===== src/sv/rdc_pkg.sv =====
// ----------------------------------------------------------------------------
// rdc_pkg - shared definitions for the radix digit converter
// Widths, radix limits, queue depth, item control fields and back-end states.
// ----------------------------------------------------------------------------
package rdc_pkg;

  // default width of the value field
  localparam int VALUE_WIDTH_DEF = 31;

  // radix register and digit widths
  localparam int RADIX_W = 4;
  localparam int DIGIT_W = 4;

  // legal radix range
  localparam logic [RADIX_W-1:0] RADIX_MIN = 4'd2;
  localparam logic [RADIX_W-1:0] RADIX_MAX = 4'd9;

  // quotient bits resolved per divider cycle
  localparam int DIV_BITS = 8;

  // entries in the queue between front and back
  localparam int QUEUE_DEPTH = 2;

  // control part of a queued item
  typedef struct packed {
    logic [RADIX_W-1:0] radix;
    logic               is_zero;
  } item_ctl_t;

  // back-end sequencer states
  typedef enum logic [1:0] {
    BK_IDLE,
    BK_DIV,
    BK_READ,
    BK_SHOW
  } back_state_t;

endpackage


===== src/sv/rdc_front.sv =====
// ----------------------------------------------------------------------------
// rdc_front - input side of the radix digit converter
// Holds the saturating radix register, classifies each value and pushes it
// with its radix into the item queue.
// ----------------------------------------------------------------------------
module rdc_front import rdc_pkg::*; #(
  parameter int VALUE_WIDTH = VALUE_WIDTH_DEF
) (
  input  logic                   clk,
  input  logic                   rst_n,
  input  logic                   cfg_wr_en,
  input  logic [RADIX_W-1:0]     cfg_wr_data,
  input  logic                   in_valid,
  output logic                   in_ready,
  input  logic [VALUE_WIDTH-1:0] in_value,
  input  logic                   q_full,
  output logic                   q_push,
  output logic [VALUE_WIDTH-1:0] q_push_value,
  output item_ctl_t              q_push_ctl
);

  logic [RADIX_W-1:0] radix_r;
  logic [RADIX_W-1:0] radix_nxt;

  // clamp written radix into the legal range
  always_comb begin
    radix_nxt = radix_r;
    if (cfg_wr_en) begin
      if (cfg_wr_data < RADIX_MIN) begin
        radix_nxt = RADIX_MIN;
      end else if (cfg_wr_data > RADIX_MAX) begin
        radix_nxt = RADIX_MAX;
      end else begin
        radix_nxt = cfg_wr_data;
      end
    end
  end

  always_ff @(posedge clk) begin
    if (!rst_n) begin
      radix_r <= RADIX_MIN;
    end else begin
      radix_r <= radix_nxt;
    end
  end

  // transfer into the queue whenever it has room
  assign in_ready           = !q_full;
  assign q_push             = in_valid && !q_full;
  assign q_push_value       = in_value;
  assign q_push_ctl.radix   = radix_r;
  assign q_push_ctl.is_zero = (in_value == '0);

endmodule


===== src/sv/rdc_queue.sv =====
// ----------------------------------------------------------------------------
// rdc_queue - short item queue between front and back
// Register-based FIFO that lets the input side and the converter stall
// independently.
// ----------------------------------------------------------------------------
module rdc_queue import rdc_pkg::*; #(
  parameter int DATA_W = VALUE_WIDTH_DEF + RADIX_W + 1
) (
  input  logic              clk,
  input  logic              rst_n,
  input  logic              push,
  input  logic [DATA_W-1:0] push_data,
  output logic              full,
  input  logic              pop,
  output logic              not_empty,
  output logic [DATA_W-1:0] pop_data
);

  localparam int PTR_W = (QUEUE_DEPTH > 1) ? $clog2(QUEUE_DEPTH) : 1;
  localparam int CNT_W = $clog2(QUEUE_DEPTH + 1);
  localparam logic [CNT_W-1:0] DEPTH_C = CNT_W'(QUEUE_DEPTH);
  localparam logic [PTR_W-1:0] LAST_C  = PTR_W'(QUEUE_DEPTH - 1);

  logic [DATA_W-1:0] slot_r [QUEUE_DEPTH];
  logic [PTR_W-1:0]  wr_ptr_r, wr_ptr_nxt;
  logic [PTR_W-1:0]  rd_ptr_r, rd_ptr_nxt;
  logic [CNT_W-1:0]  cnt_r, cnt_nxt;

  assign full      = (cnt_r == DEPTH_C);
  assign not_empty = (cnt_r != '0);
  assign pop_data  = slot_r[rd_ptr_r];

  // pointer and count update
  always_comb begin
    wr_ptr_nxt = wr_ptr_r;
    rd_ptr_nxt = rd_ptr_r;
    cnt_nxt    = cnt_r;
    if (push) begin
      wr_ptr_nxt = (wr_ptr_r == LAST_C) ? '0 : wr_ptr_r + 1'b1;
    end
    if (pop) begin
      rd_ptr_nxt = (rd_ptr_r == LAST_C) ? '0 : rd_ptr_r + 1'b1;
    end
    if (push && !pop) begin
      cnt_nxt = cnt_r + 1'b1;
    end else if (pop && !push) begin
      cnt_nxt = cnt_r - 1'b1;
    end
  end

  always_ff @(posedge clk) begin
    if (!rst_n) begin
      wr_ptr_r <= '0;
      rd_ptr_r <= '0;
      cnt_r    <= '0;
    end else begin
      wr_ptr_r <= wr_ptr_nxt;
      rd_ptr_r <= rd_ptr_nxt;
      cnt_r    <= cnt_nxt;
    end
  end

  // storage slots
  always_ff @(posedge clk) begin
    if (push) begin
      slot_r[wr_ptr_r] <= push_data;
    end
  end

endmodule


===== src/sv/rdc_back.sv =====
// ----------------------------------------------------------------------------
// rdc_back - converter core of the radix digit converter
// Divides the value repeatedly by the radix (several quotient bits a cycle),
// stacks the remainders in a digit memory, then pops them out most
// significant first through a registered output stage.
// ----------------------------------------------------------------------------
module rdc_back import rdc_pkg::*; #(
  parameter int VALUE_WIDTH = VALUE_WIDTH_DEF
) (
  input  logic                   clk,
  input  logic                   rst_n,
  input  logic                   q_not_empty,
  input  logic [VALUE_WIDTH-1:0] q_value,
  input  item_ctl_t              q_ctl,
  output logic                   q_pop,
  output logic                   out_valid,
  input  logic                   out_ready,
  output logic [DIGIT_W-1:0]     out_digit,
  output logic                   out_last_digit
);

  localparam int STEPS  = (VALUE_WIDTH + DIV_BITS - 1) / DIV_BITS;
  localparam int PW     = STEPS * DIV_BITS;
  localparam int STEP_W = (STEPS > 1) ? $clog2(STEPS) : 1;
  localparam int IDX_W  = $clog2(VALUE_WIDTH);
  localparam logic [STEP_W-1:0] STEP_LAST = STEP_W'(STEPS - 1);

  back_state_t          state_r, state_nxt;
  logic [PW-1:0]        q_r, q_nxt;
  logic [RADIX_W-1:0]   rem_r, rem_nxt;
  logic [RADIX_W-1:0]   rdx_r, rdx_nxt;
  logic [STEP_W-1:0]    step_r, step_nxt;
  logic [IDX_W-1:0]     cnt_r, cnt_nxt;
  logic [DIGIT_W-1:0]   rd_data_r;
  logic                 out_valid_r, out_valid_nxt;
  logic [DIGIT_W-1:0]   out_digit_r, out_digit_nxt;
  logic                 out_last_r, out_last_nxt;

  logic [DIGIT_W-1:0]   mem [VALUE_WIDTH];
  logic                 mem_we;
  logic [IDX_W-1:0]     mem_wa;
  logic [DIGIT_W-1:0]   mem_wd;

  logic [PW-1:0]        div_q;
  logic [RADIX_W-1:0]   div_rem;
  logic                 out_free;
  logic                 digit_done;

  // one divider cycle: DIV_BITS restoring steps on a narrow remainder
  always_comb begin
    logic [RADIX_W:0]   part;
    logic [RADIX_W-1:0] rcur;
    logic [PW-1:0]      qs;
    rcur = rem_r;
    qs   = q_r;
    part = '0;
    for (int i = 0; i < DIV_BITS; i++) begin
      part = {rcur, qs[PW-1]};
      qs   = {qs[PW-2:0], 1'b0};
      if (part >= {1'b0, rdx_r}) begin
        part  = part - {1'b0, rdx_r};
        qs[0] = 1'b1;
      end
      rcur = part[RADIX_W-1:0];
    end
    div_q   = qs;
    div_rem = rcur;
  end

  assign digit_done = (step_r == STEP_LAST);
  assign out_free   = !out_valid_r || out_ready;
  assign q_pop      = (state_r == BK_IDLE) && q_not_empty;

  // next state
  always_comb begin
    state_nxt = state_r;
    case (state_r)
      BK_IDLE: begin
        if (q_not_empty) begin
          state_nxt = q_ctl.is_zero ? BK_READ : BK_DIV;
        end
      end
      BK_DIV: begin
        if (digit_done && (div_q == '0)) begin
          state_nxt = BK_READ;
        end
      end
      BK_READ: begin
        state_nxt = BK_SHOW;
      end
      BK_SHOW: begin
        if (out_free && (cnt_r == '0)) begin
          state_nxt = BK_IDLE;
        end
      end
      default: begin
        state_nxt = BK_IDLE;
      end
    endcase
  end

  // datapath and output controls
  always_comb begin
    q_nxt         = q_r;
    rem_nxt       = rem_r;
    rdx_nxt       = rdx_r;
    step_nxt      = step_r;
    cnt_nxt       = cnt_r;
    mem_we        = 1'b0;
    mem_wa        = cnt_r;
    mem_wd        = div_rem;
    out_valid_nxt = out_valid_r && !out_ready;
    out_digit_nxt = out_digit_r;
    out_last_nxt  = out_last_r;
    case (state_r)
      BK_IDLE: begin
        if (q_not_empty) begin
          q_nxt    = PW'(q_value);
          rem_nxt  = '0;
          rdx_nxt  = q_ctl.radix;
          step_nxt = '0;
          cnt_nxt  = '0;
          // zero value: single digit 0 straight into the stack
          if (q_ctl.is_zero) begin
            mem_we = 1'b1;
            mem_wa = '0;
            mem_wd = '0;
          end
        end
      end
      BK_DIV: begin
        q_nxt = div_q;
        if (digit_done) begin
          mem_we   = 1'b1;
          rem_nxt  = '0;
          step_nxt = '0;
          if (div_q != '0) begin
            cnt_nxt = cnt_r + 1'b1;
          end
        end else begin
          rem_nxt  = div_rem;
          step_nxt = step_r + 1'b1;
        end
      end
      BK_READ: begin
        cnt_nxt = cnt_r;
      end
      BK_SHOW: begin
        if (out_free) begin
          out_valid_nxt = 1'b1;
          out_digit_nxt = rd_data_r;
          out_last_nxt  = (cnt_r == '0);
          if (cnt_r != '0) begin
            cnt_nxt = cnt_r - 1'b1;
          end
        end
      end
      default: begin
        cnt_nxt = cnt_r;
      end
    endcase
  end

  // control registers
  always_ff @(posedge clk) begin
    if (!rst_n) begin
      state_r     <= BK_IDLE;
      out_valid_r <= 1'b0;
    end else begin
      state_r     <= state_nxt;
      out_valid_r <= out_valid_nxt;
    end
  end

  // payload registers
  always_ff @(posedge clk) begin
    q_r         <= q_nxt;
    rem_r       <= rem_nxt;
    rdx_r       <= rdx_nxt;
    step_r      <= step_nxt;
    cnt_r       <= cnt_nxt;
    out_digit_r <= out_digit_nxt;
    out_last_r  <= out_last_nxt;
  end

  // digit stack: one write port, registered read at the next pointer
  always_ff @(posedge clk) begin
    if (mem_we) begin
      mem[mem_wa] <= mem_wd;
    end
    rd_data_r <= mem[cnt_nxt];
  end

  assign out_valid      = out_valid_r;
  assign out_digit      = out_digit_r;
  assign out_last_digit = out_last_r;

endmodule


===== src/sv/radix_digit_converter.sv =====
// ----------------------------------------------------------------------------
// radix_digit_converter - integer to radix 2..9 digit conversion
// Accepts one unsigned value per transfer and returns its digits in the
// configured radix, most significant first, the final digit flagged.
// ----------------------------------------------------------------------------
// usage
//   input channel: in_valid / in_ready, one value per transfer
//   result channel: out_valid / out_ready, one digit per transfer, with
//   out_last_digit high on the least significant digit; zero gives one digit 0
//   cfg_wr_en / cfg_wr_data write the radix; values below 2 or above 9 clamp,
//   write only while the block is idle
// timing
//   a two-entry queue takes values while the converter is busy
//   the divider resolves DIV_BITS quotient bits a cycle and works through the
//   whole quotient once for each digit
//   an item passes through division, one stack read, then one digit a cycle
//   while out_ready is high; the first digit comes out only after the whole
//   division and the stack read
// reset and stall
//   reset (rst_n low, synchronous) empties the queue, drops any conversion in
//   flight and sets the radix to 2; no memory clearing pass is needed
//   when out_ready is low the current digit holds and the converter waits
// ----------------------------------------------------------------------------
module radix_digit_converter import rdc_pkg::*; #(
  parameter int VALUE_WIDTH = VALUE_WIDTH_DEF
) (
  input  logic                   clk,
  input  logic                   rst_n,
  input  logic                   cfg_wr_en,
  input  logic [RADIX_W-1:0]     cfg_wr_data,
  input  logic                   in_valid,
  output logic                   in_ready,
  input  logic [VALUE_WIDTH-1:0] in_value,
  output logic                   out_valid,
  input  logic                   out_ready,
  output logic [DIGIT_W-1:0]     out_digit,
  output logic                   out_last_digit
);

  localparam int CTL_W  = $bits(item_ctl_t);
  localparam int DATA_W = VALUE_WIDTH + CTL_W;

  logic                   q_full;
  logic                   q_push;
  logic [VALUE_WIDTH-1:0] q_push_value;
  item_ctl_t              q_push_ctl;
  logic                   q_pop;
  logic                   q_not_empty;
  logic [DATA_W-1:0]      q_pop_data;
  item_ctl_t              q_pop_ctl;

  // input side and radix register
  rdc_front #(
    .VALUE_WIDTH (VALUE_WIDTH)
  ) u_front (
    .clk          (clk),
    .rst_n        (rst_n),
    .cfg_wr_en    (cfg_wr_en),
    .cfg_wr_data  (cfg_wr_data),
    .in_valid     (in_valid),
    .in_ready     (in_ready),
    .in_value     (in_value),
    .q_full       (q_full),
    .q_push       (q_push),
    .q_push_value (q_push_value),
    .q_push_ctl   (q_push_ctl)
  );

  // item queue
  rdc_queue #(
    .DATA_W (DATA_W)
  ) u_queue (
    .clk       (clk),
    .rst_n     (rst_n),
    .push      (q_push),
    .push_data ({q_push_value, q_push_ctl}),
    .full      (q_full),
    .pop       (q_pop),
    .not_empty (q_not_empty),
    .pop_data  (q_pop_data)
  );

  assign q_pop_ctl = item_ctl_t'(q_pop_data[CTL_W-1:0]);

  // converter core
  rdc_back #(
    .VALUE_WIDTH (VALUE_WIDTH)
  ) u_back (
    .clk            (clk),
    .rst_n          (rst_n),
    .q_not_empty    (q_not_empty),
    .q_value        (q_pop_data[DATA_W-1:CTL_W]),
    .q_ctl          (q_pop_ctl),
    .q_pop          (q_pop),
    .out_valid      (out_valid),
    .out_ready      (out_ready),
    .out_digit      (out_digit),
    .out_last_digit (out_last_digit)
  );

endmodule


===== config.mk =====
export PLATFORM = sky130hd
export DESIGN_NAME = radix_digit_converter
export DESIGN_NICKNAME = d
export VERILOG_FILES = /design/src/sv/rdc_pkg.sv /design/src/sv/rdc_front.sv /design/src/sv/rdc_queue.sv /design/src/sv/rdc_back.sv /design/src/sv/radix_digit_converter.sv
export SDC_FILE = /design/constraint.sdc
export NUM_CORES = 1
export LEC_CHECK = 0
export BUFFER_PORTS_ARGS = -buffer_cell sky130_fd_sc_hd__clkbuf_2
export CORE_MARGIN = 4
export CORE_UTILIZATION = 30
export DETAILED_ROUTE_END_ITERATION = 12
export PLACE_DENSITY = 0.51
export SLEW_MARGIN = 40
export SYNTH_ARGS = -nofsm -noshare
export SYNTH_HDL_FRONTEND = slang
export SYNTH_HIERARCHICAL = 1
export SYNTH_SLANG_ARGS = --single-unit
export TNS_END_PERCENT = 1

===== constraint.sdc =====
create_clock -name clk -period 12.9 [get_ports clk]
set_clock_uncertainty 0.2 [all_clocks]
set_input_delay 0.645 -clock clk [delete_from_list [all_inputs] [get_ports clk]]
set_output_delay 0.645 -clock clk [all_outputs]
set_load 0.05 [all_outputs]

== Word level (Yosys, flattened, before mapping) ==
Memory sizes are Yosys's and may differ from the RTL's. A register that Yosys moved wholly into a read port is not among the register bits.
Index checks and enable logic that the tools add are counted.

* Magnitude comparators: 10
* $add $sub $neg: 15
* Equal/unequal tests: 8
* Multiplexer cells: 59
* Reductions and logical operators: 26

{| class="wikitable"
|+ Operators by type and width
! kind !! count
|-
| 32-bit one-hot mux with 2 select lines || 1
|-
| 4-bit 2-to-1 mux || 15
|-
| 5-bit by 4-bit greater-or-equal comparator with 1-bit output || 8
|-
| 5-bit 2-to-1 mux || 8
|-
| 32-bit zero test || 1
|-
| 32-bit 2-to-1 mux || 1
|-
| 32-bit nonzero test || 1
|-
| 4-bit subtractor || 8
|-
| 31-bit zero test || 1
|-
| 1-bit 2-to-1 mux || 21
|-
| 5-bit one-hot mux with 4 select lines || 1
|-
| 2-bit 2-to-1 mux || 8
|-
| 2-bit == test, second input constant || 4
|-
| 2-bit one-hot mux with 4 select lines || 1
|-
| 4-bit one-hot mux with 2 select lines || 1
|-
| 1-bit logical AND || 7
|-
| 2-bit by 1-bit != test with 1-bit output, second input constant || 3
|-
| 2-bit AND reduction || 3
|-
| 2-bit nonzero test || 3
|-
| 5-bit by 1-bit adder with 5-bit output, second input constant || 1
|-
| 1-bit zero test || 5
|-
| 5-bit zero test || 1
|-
| 5-bit nonzero test || 1
|-
| 5-bit by 1-bit subtractor with 5-bit output, second input constant || 1
|-
| other kinds (11) || 13
|}

* Memories kept: 2
* Memory bits (writable): 196
* Bits in registers: 63
* Input bits: 40
* Output and inout bits: 7

{| class="wikitable"
|+ Memories
! memory !! depth !! width !! rd ports !! clocked after memory_dff !! write ports !! line !! source
|-
| u_back.mem || 31 || 4 || 1 || 1 || 1 || rdc_back.sv:39 || <nowiki>logic [DIGIT_W-1:0] mem [VALUE_WIDTH];</nowiki>
|-
| u_queue.slot_r || 2 || 36 || 1 || 1 || 1 || rdc_queue.sv:24 || <nowiki>logic [DATA_W-1:0] slot_r [QUEUE_DEPTH];</nowiki>
|}

== Longest topological paths before layout ==
* Depth after elaboration: 20
* Depth in mapped cells: 67
* Gate-level depth less buffers: 65

== By module ==
Netlist, hierarchy kept.

{| class="wikitable"
|+ Modules (own cells, without submodules)
! module !! cells an instance !! seq. area each (µm²) !! times used !! area an instance (µm²)
|-
| rdc_back || 846 || 5375.2 || 1 || 9755.6
|-
| rdc_queue || 134 || 2262.2 || 1 || 2827.7
|-
| rdc_front || 62 || 80.1 || 1 || 479.2
|}

== Least setup slack after synthesis ==
Ideal clock, no wire load.

* Kind: register -> register
* From: register u_back.rdx_r[1]
* To: register u_back.rd_data_r[2], read port of u_back.mem
* Path buffers: 3
* Data required time: 12.622 ns
* Stages on the path, launching flop included: 59
* Arrival time: 13.070 ns
* Setup slack: -0.448 ns
* Cells stage by stage: edfxtp_1 > inv_1 > fa_1 > or3_1 > a211o_1 > o21a_1 > ha_1 > o21a_1 > nor2_1 > a21oi_1 > nor2_1 > a32o_1 > ha_1 > a21oi_1 > o21ai_0 > a21o_1 > a41oi_2 > and2_2 > (+23 left out) > o221ai_4 > mux2i_1 > ha_1 > or2_2 > a21oi_1 > a21oi_1 > nor4_1 > nor4b_1 > nand4_1 > nor3_1 > a221oi_2 > nand3_2 > buf_2 > buf_2 > nand2_1 > a211oi_1 > nor4_1 > nor3_1

* Cells in the longest elaborated chain, start to end: 20
* Elaborated cells on any way between the ends: 34

{| class="wikitable"
|+ Ends and longest elaborated chain
! what !! line !! source
|-
| from (decl) || rdc_back.sv:31 || <nowiki>logic [RADIX_W-1:0] rdx_r, rdx_nxt;</nowiki>
|-
| from (signal assigned) || rdc_back.sv:179 || <nowiki>rdx_r <= rdx_nxt;</nowiki>
|-
| 4-bit subtractor / 5-bit by 4-bit greater-or-equal comparator with 1-bit output (equally long branches) || rdc_back.sv:61, rdc_back.sv:60 ||
|-
| 4-bit 2-to-1 mux || rdc_back.sv:60 || <nowiki>if (part >= {1'b0, rdx_r}) begin</nowiki>
|-
| 4-bit subtractor / 5-bit by 4-bit greater-or-equal comparator with 1-bit output (equally long branches) || rdc_back.sv:61, rdc_back.sv:60 ||
|-
| 4-bit 2-to-1 mux || rdc_back.sv:60 ||
|-
| 4-bit subtractor / 5-bit by 4-bit greater-or-equal comparator with 1-bit output (equally long branches) || rdc_back.sv:61, rdc_back.sv:60 ||
|-
| 4-bit 2-to-1 mux || rdc_back.sv:60 ||
|-
| 5-bit by 4-bit greater-or-equal comparator with 1-bit output / 4-bit subtractor (equally long branches) || rdc_back.sv:60, rdc_back.sv:61 ||
|-
| 4-bit 2-to-1 mux || rdc_back.sv:60 ||
|-
| (+4 left out) || - ||
|-
| 4-bit subtractor / 5-bit by 4-bit greater-or-equal comparator with 1-bit output (equally long branches) || rdc_back.sv:61, rdc_back.sv:60 ||
|-
| 4-bit 2-to-1 mux || rdc_back.sv:60 ||
|-
| 5-bit by 4-bit greater-or-equal comparator with 1-bit output || rdc_back.sv:60 ||
|-
| 1-bit 2-to-1 mux || rdc_back.sv:60 ||
|-
| 32-bit nonzero test * || rdc_back.sv:137 || <nowiki>if (div_q != '0) begin</nowiki>
|-
| 5-bit 2-to-1 mux * || rdc_back.sv:137 ||
|-
| 5-bit 2-to-1 mux * || rdc_back.sv:133 || <nowiki>if (digit_done) begin</nowiki>
|-
| 5-bit one-hot mux with 4 select lines * || rdc_back.sv:115 || <nowiki>case (state_r)</nowiki>
|-
| to (decl) || rdc_back.sv:34 || <nowiki>logic [DIGIT_W-1:0] rd_data_r;</nowiki>
|}

Mark *: on every way between the ends. The rest lies on a longest branch, timed or not.
A chain may end at the register's enable or synchronous reset.

== Worst setup path after layout ==
* From: register u_back.q_r[31]
* To: register u_back.rd_data_r[3], read port of u_back.mem

* Cells in the longest elaborated chain, start to end: 20
* Elaborated cells on any way between the ends: 34

{| class="wikitable"
|+ Ends and longest elaborated chain
! what !! line !! source
|-
| from (decl) || rdc_back.sv:29 || <nowiki>logic [PW-1:0] q_r, q_nxt;</nowiki>
|-
| from (signal assigned) || rdc_back.sv:177 || <nowiki>q_r <= q_nxt;</nowiki>
|-
| 4-bit subtractor / 5-bit by 4-bit greater-or-equal comparator with 1-bit output (equally long branches) || rdc_back.sv:61, rdc_back.sv:60 ||
|-
| 4-bit 2-to-1 mux || rdc_back.sv:60 ||
|-
| 4-bit subtractor / 5-bit by 4-bit greater-or-equal comparator with 1-bit output (equally long branches) || rdc_back.sv:61, rdc_back.sv:60 ||
|-
| 4-bit 2-to-1 mux || rdc_back.sv:60 ||
|-
| 4-bit subtractor / 5-bit by 4-bit greater-or-equal comparator with 1-bit output (equally long branches) || rdc_back.sv:61, rdc_back.sv:60 ||
|-
| 4-bit 2-to-1 mux || rdc_back.sv:60 ||
|-
| 4-bit subtractor / 5-bit by 4-bit greater-or-equal comparator with 1-bit output (equally long branches) || rdc_back.sv:61, rdc_back.sv:60 ||
|-
| 4-bit 2-to-1 mux || rdc_back.sv:60 ||
|-
| (+4 left out) || - ||
|-
| 4-bit subtractor / 5-bit by 4-bit greater-or-equal comparator with 1-bit output (equally long branches) || rdc_back.sv:61, rdc_back.sv:60 ||
|-
| 4-bit 2-to-1 mux || rdc_back.sv:60 ||
|-
| 5-bit by 4-bit greater-or-equal comparator with 1-bit output || rdc_back.sv:60 ||
|-
| 1-bit 2-to-1 mux || rdc_back.sv:60 ||
|-
| 32-bit nonzero test * || rdc_back.sv:137 ||
|-
| 5-bit 2-to-1 mux * || rdc_back.sv:137 ||
|-
| 5-bit 2-to-1 mux * || rdc_back.sv:133 ||
|-
| 5-bit one-hot mux with 4 select lines * || rdc_back.sv:115 ||
|}

Marked as above.

==> results_dict.tcl <==
set metrics [dict create \
    fill_cells 4080 \
    root_buffer "clkbuf_16" \
    post-synth-top-area-cell "edfxtp_1" \
    synth_cells 1042 \
    htreeDepth 1 \
    fin_tns_setup_ns 0 \
    period_needed_ns 12.64 \
    setup.worst_path.end_class "register" \
    core_area_um2 43100 \
    worstPathArrival_ns 12.91 \
    die_h_um 217 \
    ys_seq_area_frac 0.591 \
    syn_area_um2 13100 \
    synth_enable_flop_cells 243 \
    start_kind "register" \
    yosys_warnings 6 \
    gp_congestion 0.834 \
    insertion_delay_ns 0.56 \
    max_stage_delay_ns 0.38 \
    drive_above_1_share 0.363 \
    die_area_um2 46900 \
    syn_to_final_growth_pct 27.0 \
    fin_util 0.385 \
    ys_async_sr_fraction 0 \
    crit_top_cell "buf_4" \
    synth_commonest_cells "243 x edfxtp_1, 80 x nor2_1, 72 x a21oi_1" \
    placed_area_um2 14400 \
    tightest_slew_ns 0.852 \
    post-synth-top-count-cell "edfxtp_1" \
    routed_wl_mm 34.3 \
    finalNetCount 1277 \
    grt_max_degree 46 \
    post-route-period-util 0.980 \
    numCtsBuffers 30 \
    hold_class "input port to register" \
    drv_slew 0 \
    critical_path_class "register to register" \
    synth-seq-cells 264 \
    wire_per_inst_um 19.1 \
    clockBufferDepth 3 \
    drv_cap 0 \
    ant_nets 0 \
    die_x_um 217 \
    grt_use_total 0.138 \
    grt_pass1_wl_mm 51.6 \
    netlist.area_leader.share 0.559 \
    fin_area_um2 16600 \
    start_util 0.303 \
    hold_viol_final 0 \
    status "finished clean" \
    antenna_found_initial 0 \
    max_slew_margin 0.430 \
    ctsHoldBuffers 0 \
    grt.overflow.total 0 \
    cp_slowest_cell "edfxtp_1" \
    synth_cell_types 80 \
    syn_nets 1132 \
    dr_total_vias 9073 \
    firstDrtPassIters 5 \
    cp_max_fo 13 \
    num_rows 76 \
    hpwl_mm 22.2 \
    io-pin-count 47 \
    drtIter0Drc 662 \
    max_freq_ghz 0.0791 \
    n_antenna_cell 0 \
    worstPathRequired_ns 13.17 \
    io_buffers 46 \
    grt_pass1_vias 9091 \
    synth_area_leaders "edfxtp_1 56%, mux2_2 5.5%, ha_1 4.0%" \
    avgViaCountPerCell 5.05 \
    cts.reportedPaths.clkPinSlew_ns 0.07 \
    setup_viol 0 \
    yosys_most_used_dff "edfxtp_1" \
    drc_errors 0 \
    cts_tree "built" \
    syn_avg_cell_area_um2 12.5 \
    cts.sinks 264 \
    rsz0062_at_grt "true" \
]
==> worst max-delay path: cells and delay by family, from the launching register on <==
family | cells | cell delay (ns)
compound gates | 24 | 4.41
fa+ha+maj | 8 | 2.05
buf+inv | 19 | 2.24
flops | 1 | 0.38
mux | 3 | 0.82
simple gates | 16 | 2.40
==> final cells by class <==
class,count,area [um2],share of cell area
Clock buffer,44,885,0.0533
Sequential cell,264,7720,0.465
Inverter,52,213,0.0128
Multi-Input combinational cell,652,5430,0.327
Timing Repair Buffer,186,1540,0.0930
Timing Repair inverter,1,6.26,0.000377
Clock inverter,12,65.1,0.00392
Tap cell,585,732,0.0441
==> flip-flops by register name, indices dropped and copies added, names as in the netlist, 2 cells and up, named ones only <==
register / flops
u_back/mem: 124
u_queue/slot_r: 72
u_back/q_r: 32
u_back/cnt_r: 5
u_back/out_digit: 4
u_back/rd_data_r: 4
u_back/rdx_r: 4
u_back/rem_r: 4
u_front/radix_r: 4
u_back/state_r: 2
u_back/step_r: 2
u_queue/cnt_r: 2
==> routing by layer <==
metal,GRT usage,vias to the layer above,part of all wire
met5,0,-,0
met4,0.0384,0,0.021
met3,0.0236,51,0.054
met2,0.222,260,0.47
met1,0.193,4522,0.45
li1,-,4240,-
==> path summary, 6_finish.rpt <==
path | startpoint | end | slack [ns] | cells past startpoint
max | u_back/q_r[31]$_SDFFCE_PN0P_ | u_back/rd_data_r[3]$_DFF_P_ | 0.26 | 70
min | in_value[2] | u_queue/slot_r[1][7]$_DFFE_PP_ | 0.1 | 1
max reg2reg | u_back/q_r[31]$_SDFFCE_PN0P_ | u_back/rd_data_r[3]$_DFF_P_ | 0.26 | 70
min reg2reg | u_back/rd_data_r[2]$_DFF_P_ | u_back/out_digit[2]$_DFFE_PP_ | 0.25 | 0
==> layout by cell type, fill, tap and decap left out, types with 11 or more instances in the layout <==
cell	count
edfxtp_1	243
buf_4	116
nor2_1	68
nand2_1	65
mux2_2	61
a21oi_1	48
clkbuf_2	46
inv_1	41
clkbuf_16	36
and3_1	34
ha_1	33
a21oi_2	22
dfxtp_1	21
a221oi_2	19
o21ai_0	17
nor4_1	16
nand3_1	15
o211ai_1	11
a221oi_1	11
==> metrics by stage <==
step	hold WS [ns]	setup slack, ns	instances
after floorplan	0.186	0.0130	1042
after global placement	0.232	-0.0638	1682
after detailed placement	0.224	-0.585	1684
after CTS	0.0781	0.00215	1769
after global routing	0.0830	-0.386	1796
final	0.0989	0.258	1796
==> logic make-up (layout without fill, tap and decap cells) <==
kind of cell             after synthesis  in the layout  synth area share
AO/OA/AOI/OAI                        221            221             0.122
XOR/XNOR                              16             16            0.0107
adder cells (fa/ha/maj)               50             50            0.0525
buffers and inverters                126            295            0.0485
flip-flops                           264            264             0.591
multiplexers                          76             76            0.0648
AND/OR/NAND/NOR                      289            289             0.110
==> what timing repair did <==
action                     in CTS  in global routing
setup buffers                  29                 22
gates resized for setup        36                129
setup endpoints to repair       5                 11
pin swaps                      16                 55
gates cloned                    0                  6
Power is left out: the tool's default activity adds up to more than one toggle a clock period on the data nets, which glitch-free logic cannot reach.
